File: src/hdl/hbsd_pkg.sv
// shared types and constants of the bit-serial huffman decoder
package hbsd_pkg;

  localparam int DEF_ENTRIES   = 256;
  localparam int DEF_CODE_BITS = 32;
  localparam int QUEUE_DEPTH   = 2;

  localparam int OP_W    = 2;
  localparam int INDEX_W = 8;
  localparam int WORD_W  = 32;
  localparam int LEN_W   = 6;
  localparam int CFG_W   = 9;
  localparam int REG_W   = 2;

  localparam logic [OP_W-1:0] OP_LOAD   = 2'd0;
  localparam logic [OP_W-1:0] OP_SET    = 2'd1;
  localparam logic [OP_W-1:0] OP_DECODE = 2'd2;

  localparam logic [REG_W-1:0] REG_MAX_LENGTH = 2'd0;
  localparam logic [REG_W-1:0] REG_CODE_COUNT = 2'd1;
  localparam logic [REG_W-1:0] REG_BIT_ORDER  = 2'd2;

  localparam logic STATUS_FOUND   = 1'b0;
  localparam logic STATUS_UNKNOWN = 1'b1;

  localparam logic [LEN_W-1:0] MAX_LENGTH_RESET = 6'd32;
  localparam logic [CFG_W-1:0] CODE_COUNT_RESET = 9'd256;

  typedef struct packed {
    logic [OP_W-1:0]    op;
    logic [INDEX_W-1:0] index;
    logic [WORD_W-1:0]  code;
    logic [LEN_W-1:0]   length;
    logic [WORD_W-1:0]  symbol;
    logic               bit_val;
  } hbsd_item_t;

endpackage

File: src/hdl/hbsd_front.sv
// request intake: drops requests with no effect and queues the rest
module hbsd_front
  import hbsd_pkg::*;
#(
  parameter int ENTRIES = DEF_ENTRIES
) (
  input  logic               clk,
  input  logic               rst,
  input  logic               start,
  input  logic [OP_W-1:0]    opcode,
  input  logic [INDEX_W-1:0] entry_index,
  input  logic [WORD_W-1:0]  entry_code,
  input  logic [LEN_W-1:0]   entry_length,
  input  logic [WORD_W-1:0]  entry_symbol,
  input  logic               bit_in,
  output logic               busy,
  output logic               head_valid,
  output hbsd_item_t         head,
  input  logic               pop
);

  localparam int PTR_W = (QUEUE_DEPTH > 1) ? $clog2(QUEUE_DEPTH) : 1;
  localparam int CNT_W = $clog2(QUEUE_DEPTH + 1);

  hbsd_item_t       slots [QUEUE_DEPTH];
  logic [PTR_W-1:0] wr_ptr;
  logic [PTR_W-1:0] rd_ptr;
  logic [CNT_W-1:0] count;
  logic             keep;
  logic             push;
  hbsd_item_t       item;

  // table writes beyond the table and the unused opcode have no effect
  always_comb begin
    case (opcode)
      OP_LOAD, OP_SET: keep = (32'(entry_index) < ENTRIES);
      OP_DECODE:       keep = 1'b1;
      default:         keep = 1'b0;
    endcase
  end

  assign busy       = (count == CNT_W'(QUEUE_DEPTH));
  assign push       = start && !busy && keep;
  assign head_valid = (count != '0);
  assign head       = slots[rd_ptr];

  always_comb begin
    item.op      = opcode;
    item.index   = entry_index;
    item.code    = entry_code;
    item.length  = entry_length;
    item.symbol  = entry_symbol;
    item.bit_val = bit_in;
  end

  always_ff @(posedge clk) begin
    if (push) begin
      slots[wr_ptr] <= item;
    end
  end

  always_ff @(posedge clk) begin
    if (rst) begin
      wr_ptr <= '0;
      rd_ptr <= '0;
      count  <= '0;
    end else begin
      if (push) begin
        wr_ptr <= (wr_ptr == PTR_W'(QUEUE_DEPTH - 1)) ? '0 : wr_ptr + 1'b1;
      end
      if (pop) begin
        rd_ptr <= (rd_ptr == PTR_W'(QUEUE_DEPTH - 1)) ? '0 : rd_ptr + 1'b1;
      end
      count <= count + CNT_W'(push) - CNT_W'(pop);
    end
  end

endmodule

File: config.mk
export PLATFORM = sky130hd
export DESIGN_NAME = hbsd_front
export DESIGN_NICKNAME = d
export VERILOG_FILES = /design/src/hdl/hbsd_pkg.sv /design/src/hdl/hbsd_front.sv
export SDC_FILE = /design/constraint.sdc
export NUM_CORES = 1
export LEC_CHECK = 0
export BUFFER_PORTS_ARGS = -buffer_cell sky130_fd_sc_hd__clkbuf_2
export CAP_MARGIN = 10
export CORE_MARGIN = 2
export CORE_UTILIZATION = 35
export CTS_CLUSTER_SIZE = 24
export DETAILED_ROUTE_END_ITERATION = 6
export PLACE_DENSITY = 0.58
export SYNTH_ARGS = -nofsm -noshare
export SYNTH_HDL_FRONTEND = slang
export SYNTH_SLANG_ARGS = --single-unit
export TNS_END_PERCENT = 20
File: constraint.sdc
create_clock -name clk -period 12.9 [get_ports clk]
set_clock_uncertainty 0.2 [all_clocks]
set_input_delay 1.29 -clock clk [delete_from_list [all_inputs] [get_ports clk]]
set_output_delay 1.29 -clock clk [all_outputs]
set_load 0.02 [all_outputs]
==> summary.txt, run 1 <==
Post-CTS Resized -> 0
Multiplexer area fraction after synthesis -> 0.151
Port bufs -> 167
Leak -> 2.87 nW
Overall Power -> 1.27 mW
Count of final hold-check violations -> 0
PwrDens -> 166 nW/µm²
Clock share of power -> 0.344
Period utilization -> 0.281
Synth top cells by count -> 162 x edfxtp_1, 81 x mux2_2, 7 x nor2_1, 6 x buf_6, 5 x dfxtp_1
Synth top area cells -> edfxtp_1 79%, mux2_2 15%, dfxtp_1 1.6%
Post-synthesis sequential area ratio -> 0.809
Post-synth EDFFs -> 162
DP HPWL -> 6.87 mm
Peak supply drop -> 0.0834 mV
Final Max Slew Viols -> 0
Post-Syn Area -> 6140 µm²
Clk buf depth -> 2
Switching power -> 0.316 mW
Initial Utilization -> 0.356
Min Tclk post-route -> 3.63 ns
Worst path cell trace -> mux2_2 > clkbuf_2
Dpl cells -> 663
Post-route insts no fill -> 695
Total core area -> 17200 µm²
Post-synth ARST share -> 0
Sequential power share -> 0.522
Initial antenna violation count -> 0
Comb power frac -> 0.135
Synth unique cells -> 18
Post-synthesis adder-cell area fraction -> 0.00408
Routed WL -> 11.0 mm
I/O pin cnt -> 168
Yosys warns -> 0
Status -> finished clean
Post-cts hold buffer count -> 0
H-tree Lvls -> 4
Cell row count -> 48
Clk pin slew, worst setup/hold paths -> 0.06 ns
CP bufs+invs -> 1
RSZ-0062 raised after global routing -> no
Synth Area in Compound Gates -> 0
Chip height -> 136 µm
Number of clock sinks -> 167
DR pass1 iterations -> 6
Finish-stage setup viols -> 0
Highest clock rate -> 0.276 GHz
Synth Flop Type -> edfxtp_1
Sw frac -> 0.248
Global route total overflow -> 0
DP Worst Slack -> 9.14 ns
CTS tree -> built
Number of inserted diodes -> 0
Nets -> 544
Root buf cell -> clkbuf_16
Max Cap Viol -> 0
Layout cells sized above 1 -> 0.596
Die area -> 18600 µm²
Synth Area per Inst -> 22.1 µm²
Setup TNS Final -> 0 ns
Largest net degree at the start of global routing -> 82
Crit-path slowest cell -> dfxtp_4
Vias in the first global route -> 3213
Worst rel slew slack -> 0.257
Hold slack -> 0.313 ns
Xor/xnor share of the synthesized area -> 0.00285
Worst Setup Start Kind -> flop
Via density per instance -> 4.41
Hold Crit Class -> reg2reg
CP required -> 11.41 ns
Drt first-iter violations -> 131
Worst-Skew Late Latency -> 0.41 ns
Fraction of synthesized cell area taken by the top area cell type -> 0.792
Cts bufs inserted -> 17
Internal -> 0.958 mW
Residual DRC -> 0
CP endpoint kind -> output pin
Final setup margin -> 9.27 ns
Die width -> 136 µm
CP Class -> reg2out
Largest family of logic cells by synthesized area -> multiplexers
Worst slew pin tran -> 1.12 ns
Post-CTS Setup Bufs -> 0
Vias -> 3067
CP max FO -> 81
Top cell family by delay on the critical path -> flip-flops
#FFs+latches synth -> 167
Total track usage -> 0.120
Critical path arrival -> 2.14 ns
DR WL/cell -> 15.8 µm
Layout area overhead -> 25.1%
Dominant cell type by area after synthesis -> edfxtp_1
Most common cell in the synthesized netlist -> edfxtp_1
Final ANT Viol Nets -> 0
Synthesized instance count -> 278
Syn Nets -> 365
Max stage delay on crit path -> 1.07 ns
Routability cong. -> 0.666
Simple-Gate Fraction of Synth Area -> 0.0145
Global-route wire length before repair -> 16.4 mm
## power groups by stage
stage	registers [mW]	logic (mW)	clock network [mW]
after floorplan	0.668	0.123	0
after global placement	0.675	0.173	0
after detailed placement	0.677	0.175	0
after CTS	0.666	0.176	0.450
after global routing	0.670	0.185	0.474
final	0.664	0.172	0.438
## layer usage
metal / global-route usage / part of all wire / vias to the layer above
li1: - / - / 1450
met1: 0.136 / 0.42 / 1509
met2: 0.205 / 0.50 / 92
met3: 0.0414 / 0.065 / 16
met4: 0.0538 / 0.017 / 0
met5: 0 / 0 / -
## registers in the layout, summed over array words and instances (netlist names), named ones only
signal	count
slots	162
rd_ptr	1
count	2
wr_ptr	1
## worst reg2reg max path, cell delays in order (launching register included)
cell      delay (ns)
dfxtp_1         0.32
nor2b_4         0.13
nand3b_4        0.21
nor2_4          0.71
buf_4           0.72
## through the flow
step | utilization | cell area (µm²)
3_5_place_dp | 0.417 | 7180
6_report | 0.446 | 7680
4_1_cts | 0.446 | 7680
2_1_floorplan | - | 6140
3_3_place_gp | 0.417 | 7180
5_1_grt | 0.446 | 7680
## kinds of logic after synthesis
family	count (synthesis)
adder cells (fa/ha/maj)	2
flip-flops	167
AND/OR/NAND/NOR	14
multiplexers	82
XOR/XNOR	2
buffers and inverters	11
## path summary, 6_finish.rpt
kind	to	slack [ns]	from	cells after the start
worst max-delay path	head[46]	9.27	flop	2
worst min-delay path	rd_ptr$_SDFFE_PP0P_	0.31	rd_ptr$_SDFFE_PP0P_	2
worst max register to register	slots[1][58]$_DFFE_PP_	10.18	count[1]$_SDFF_PP0_	4
worst min register to register	rd_ptr$_SDFFE_PP0P_	0.31	rd_ptr$_SDFFE_PP0P_	2
## layout make-up
class / count / area, µm²
multi-input combinational: 100 / 1070
fill: 1534 / 9550
clock inverter: 10 / 56.3
sequential: 167 / 4970
tap: 225 / 282
timing repair buffer: 169 / 851
inverter: 2 / 7.51
clock buffer: 22 / 444
## placed cells by master (no fill, tap or decap), drive strengths merged, types with 2 or more instances in the layout
master / Yosys / routed
clkinvlp: 0 / 2
ha: 2 / 2
inv: 2 / 3
edfxtp: 162 / 162
buf: 6 / 2
mux2: 82 / 82
nor2b: 2 / 2
dfxtp: 5 / 5
clkinv: 0 / 7
clkbuf: 3 / 189
nor2: 7 / 7
Note: power is estimated with default switching activity, not from simulation.
==> inputs of run 2 (changes only) <==
Settings changed: PLACE_DENSITY 0.58 to 0.6.
Clock period 12.9 ns to 3.1 ns, I/O delays scaled along.
==> run 2 against run 1 <==
  * First-iteration DRC count is 6.1% lower
  * Sequential cell count is the same
  * Global-route usage is 0.91 points higher
  * Count of clock-buffer cells in the layout is 1 lower
  * Largest cell class unchanged
  * Via count increased by 12%
  * Sequential power grew to 4.1 times the previous value
  * Critical endpoint is now head[78]
  * Critical path type unchanged
  * Worst setup slack worse by 8.7 ns
  * Cell area rose by 12%
  * Hold slack got worse by 0.22 ns
==> summary.txt, run 2 (synthesized netlist as in run 1, its figures left out) <==
Root buf cell -> clkbuf_16
Biggest register -> slots
CP bufs+invs -> 2
Number of inserted diodes -> 0
Worst rel slew slack -> 0.612
Vias -> 3432
CP required -> 2.59 ns
Max Cap Viol -> 0
Clk pin slew, worst setup/hold paths -> 0.06 ns
Hold Crit Class -> in2reg
Layout area overhead -> 39.9%
Largest register FFs -> 162
DR pass1 iterations -> 4
Die area -> 18600 µm²
Peak supply drop -> 0.353 mV
Cell row count -> 48
CTS tree -> built
Layout cells sized above 1 -> 0.508
Leak -> 3.24 nW
Worst Setup Start Kind -> flop
Count of final hold-check violations -> 0
Overall Power -> 5.47 mW
Die width -> 136 µm
CP Class -> reg2out
Largest regs -> slots: 162 flops, count: 2 flops
CP max FO -> 41
Chip height -> 136 µm
DP Worst Slack -> 0.939 ns
Worst path cell trace -> buf_12 > mux2_2 > clkbuf_2
Largest net degree at the start of global routing -> 82
RSZ-0062 raised after global routing -> no
H-tree Lvls -> 4
CP endpoint kind -> output pin
Post-route insts no fill -> 780
Commonest non-fill, non-tap cell in the layout -> clkbuf_2
Max stage delay on crit path -> 0.71 ns
Finish-stage setup viols -> 0
Vias in the first global route -> 3651
Global route total overflow -> 0
Cts bufs inserted -> 17
Routability cong. -> 0.675
Final setup margin -> 0.527 ns
Total track usage -> 0.129
Period utilization -> 0.830
Post-cts hold buffer count -> 84
Post-CTS Setup Bufs -> 0
Nets -> 629
Crit-path slowest cell -> dfxtp_4
Dpl cells -> 664
Number of clock sinks -> 167
DR WL/cell -> 15.0 µm
Post-CTS Resized -> 0
Status -> finished clean
Drt first-iter violations -> 123
I/O pin cnt -> 168
Port bufs -> 167
Worst slew pin tran -> 0.582 ns
Highest clock rate -> 0.389 GHz
Routed WL -> 11.7 mm
Top cell family by delay on the critical path -> flip-flops
Initial antenna violation count -> 0
Final Max Slew Viols -> 0
Total core area -> 17200 µm²
Global-route wire length before repair -> 17.8 mm
PwrDens -> 637 nW/µm²
DP HPWL -> 6.79 mm
Residual DRC -> 0
Min Tclk post-route -> 2.57 ns
Critical path arrival -> 2.06 ns
Worst-Skew Late Latency -> 0.42 ns
Clk buf depth -> 2
Final ANT Viol Nets -> 0
Most frequent cells in the layout -> 167 x clkbuf_2, 162 x edfxtp_1, 84 x dlygate4sd3_1, 81 x mux2_2, 17 x clkbuf_16
Via density per instance -> 4.40
Initial Utilization -> 0.356
## run 2: cell types whose count changed in the layout (fill, tap and decap cells not counted), sizes merged
| cell | change |
|---|---|
| dlygate4sd3 | +84 |
| clkinvlp | +2 |
| buf | +1 |
| bufinv | +1 |
| clkbuf | -1 |
| clkinv | -1 |
| inv | -1 |
## run 2: per-stage QoR
step                setup TNS, ns  instance area, µm²  utilization  hold WS, ns
finish                          0                8590        0.498       0.0976
global placement                0                7230        0.419        0.296
detailed placement              0                7230        0.419        0.302
global route                    0                8590        0.498        0.106
floorplan                  -44.86                6140            -        0.182
CTS                             0                8590        0.498       0.0872
## run 2: power by group
group	switching [mW]	internal (mW)
clock network	0.807	1.09
logic	0.464	0.370
registers	0.0619	2.68
total	1.33	4.14
## run 2: layout make-up
class                      instances  area (µm²)
fill                            1465        8640
clock inverter                    11        83.8
multi-input combinational        100        1070
timing repair buffer             254        1740
clock buffer                      21         440
sequential                       167        4970
tap                              225         282
inverter                           2        7.51
## run 2: worst min-delay path: stages
cell and delay (ns):
clkbuf_2 0.10, nand3b_4 0.12, mux2_4 0.16
## run 2: path summary, 6_finish.rpt
check	startpoint	endpoint	slack, ns	cells after the start
worst max-delay path	flop	head[78]	0.53	3
worst min-delay path	start	wr_ptr$_SDFFE_PP0P_	0.1	3
worst max register to register	count[1]$_SDFF_PP0_	count[1]$_SDFF_PP0_	1.19	8
worst min register to register	rd_ptr$_SDFFE_PP0P_	rd_ptr$_SDFFE_PP0P_	0.32	2
## run 2: metal layers
| metal | wire length, µm | global-route usage |
|---|---|---|
| met1 | 4780 | 0.143 |
| met2 | 6100 | 0.230 |
| met3 | 638 | 0.0395 |
| met4 | 190 | 0.0556 |
| met5 | 0 | 0 |
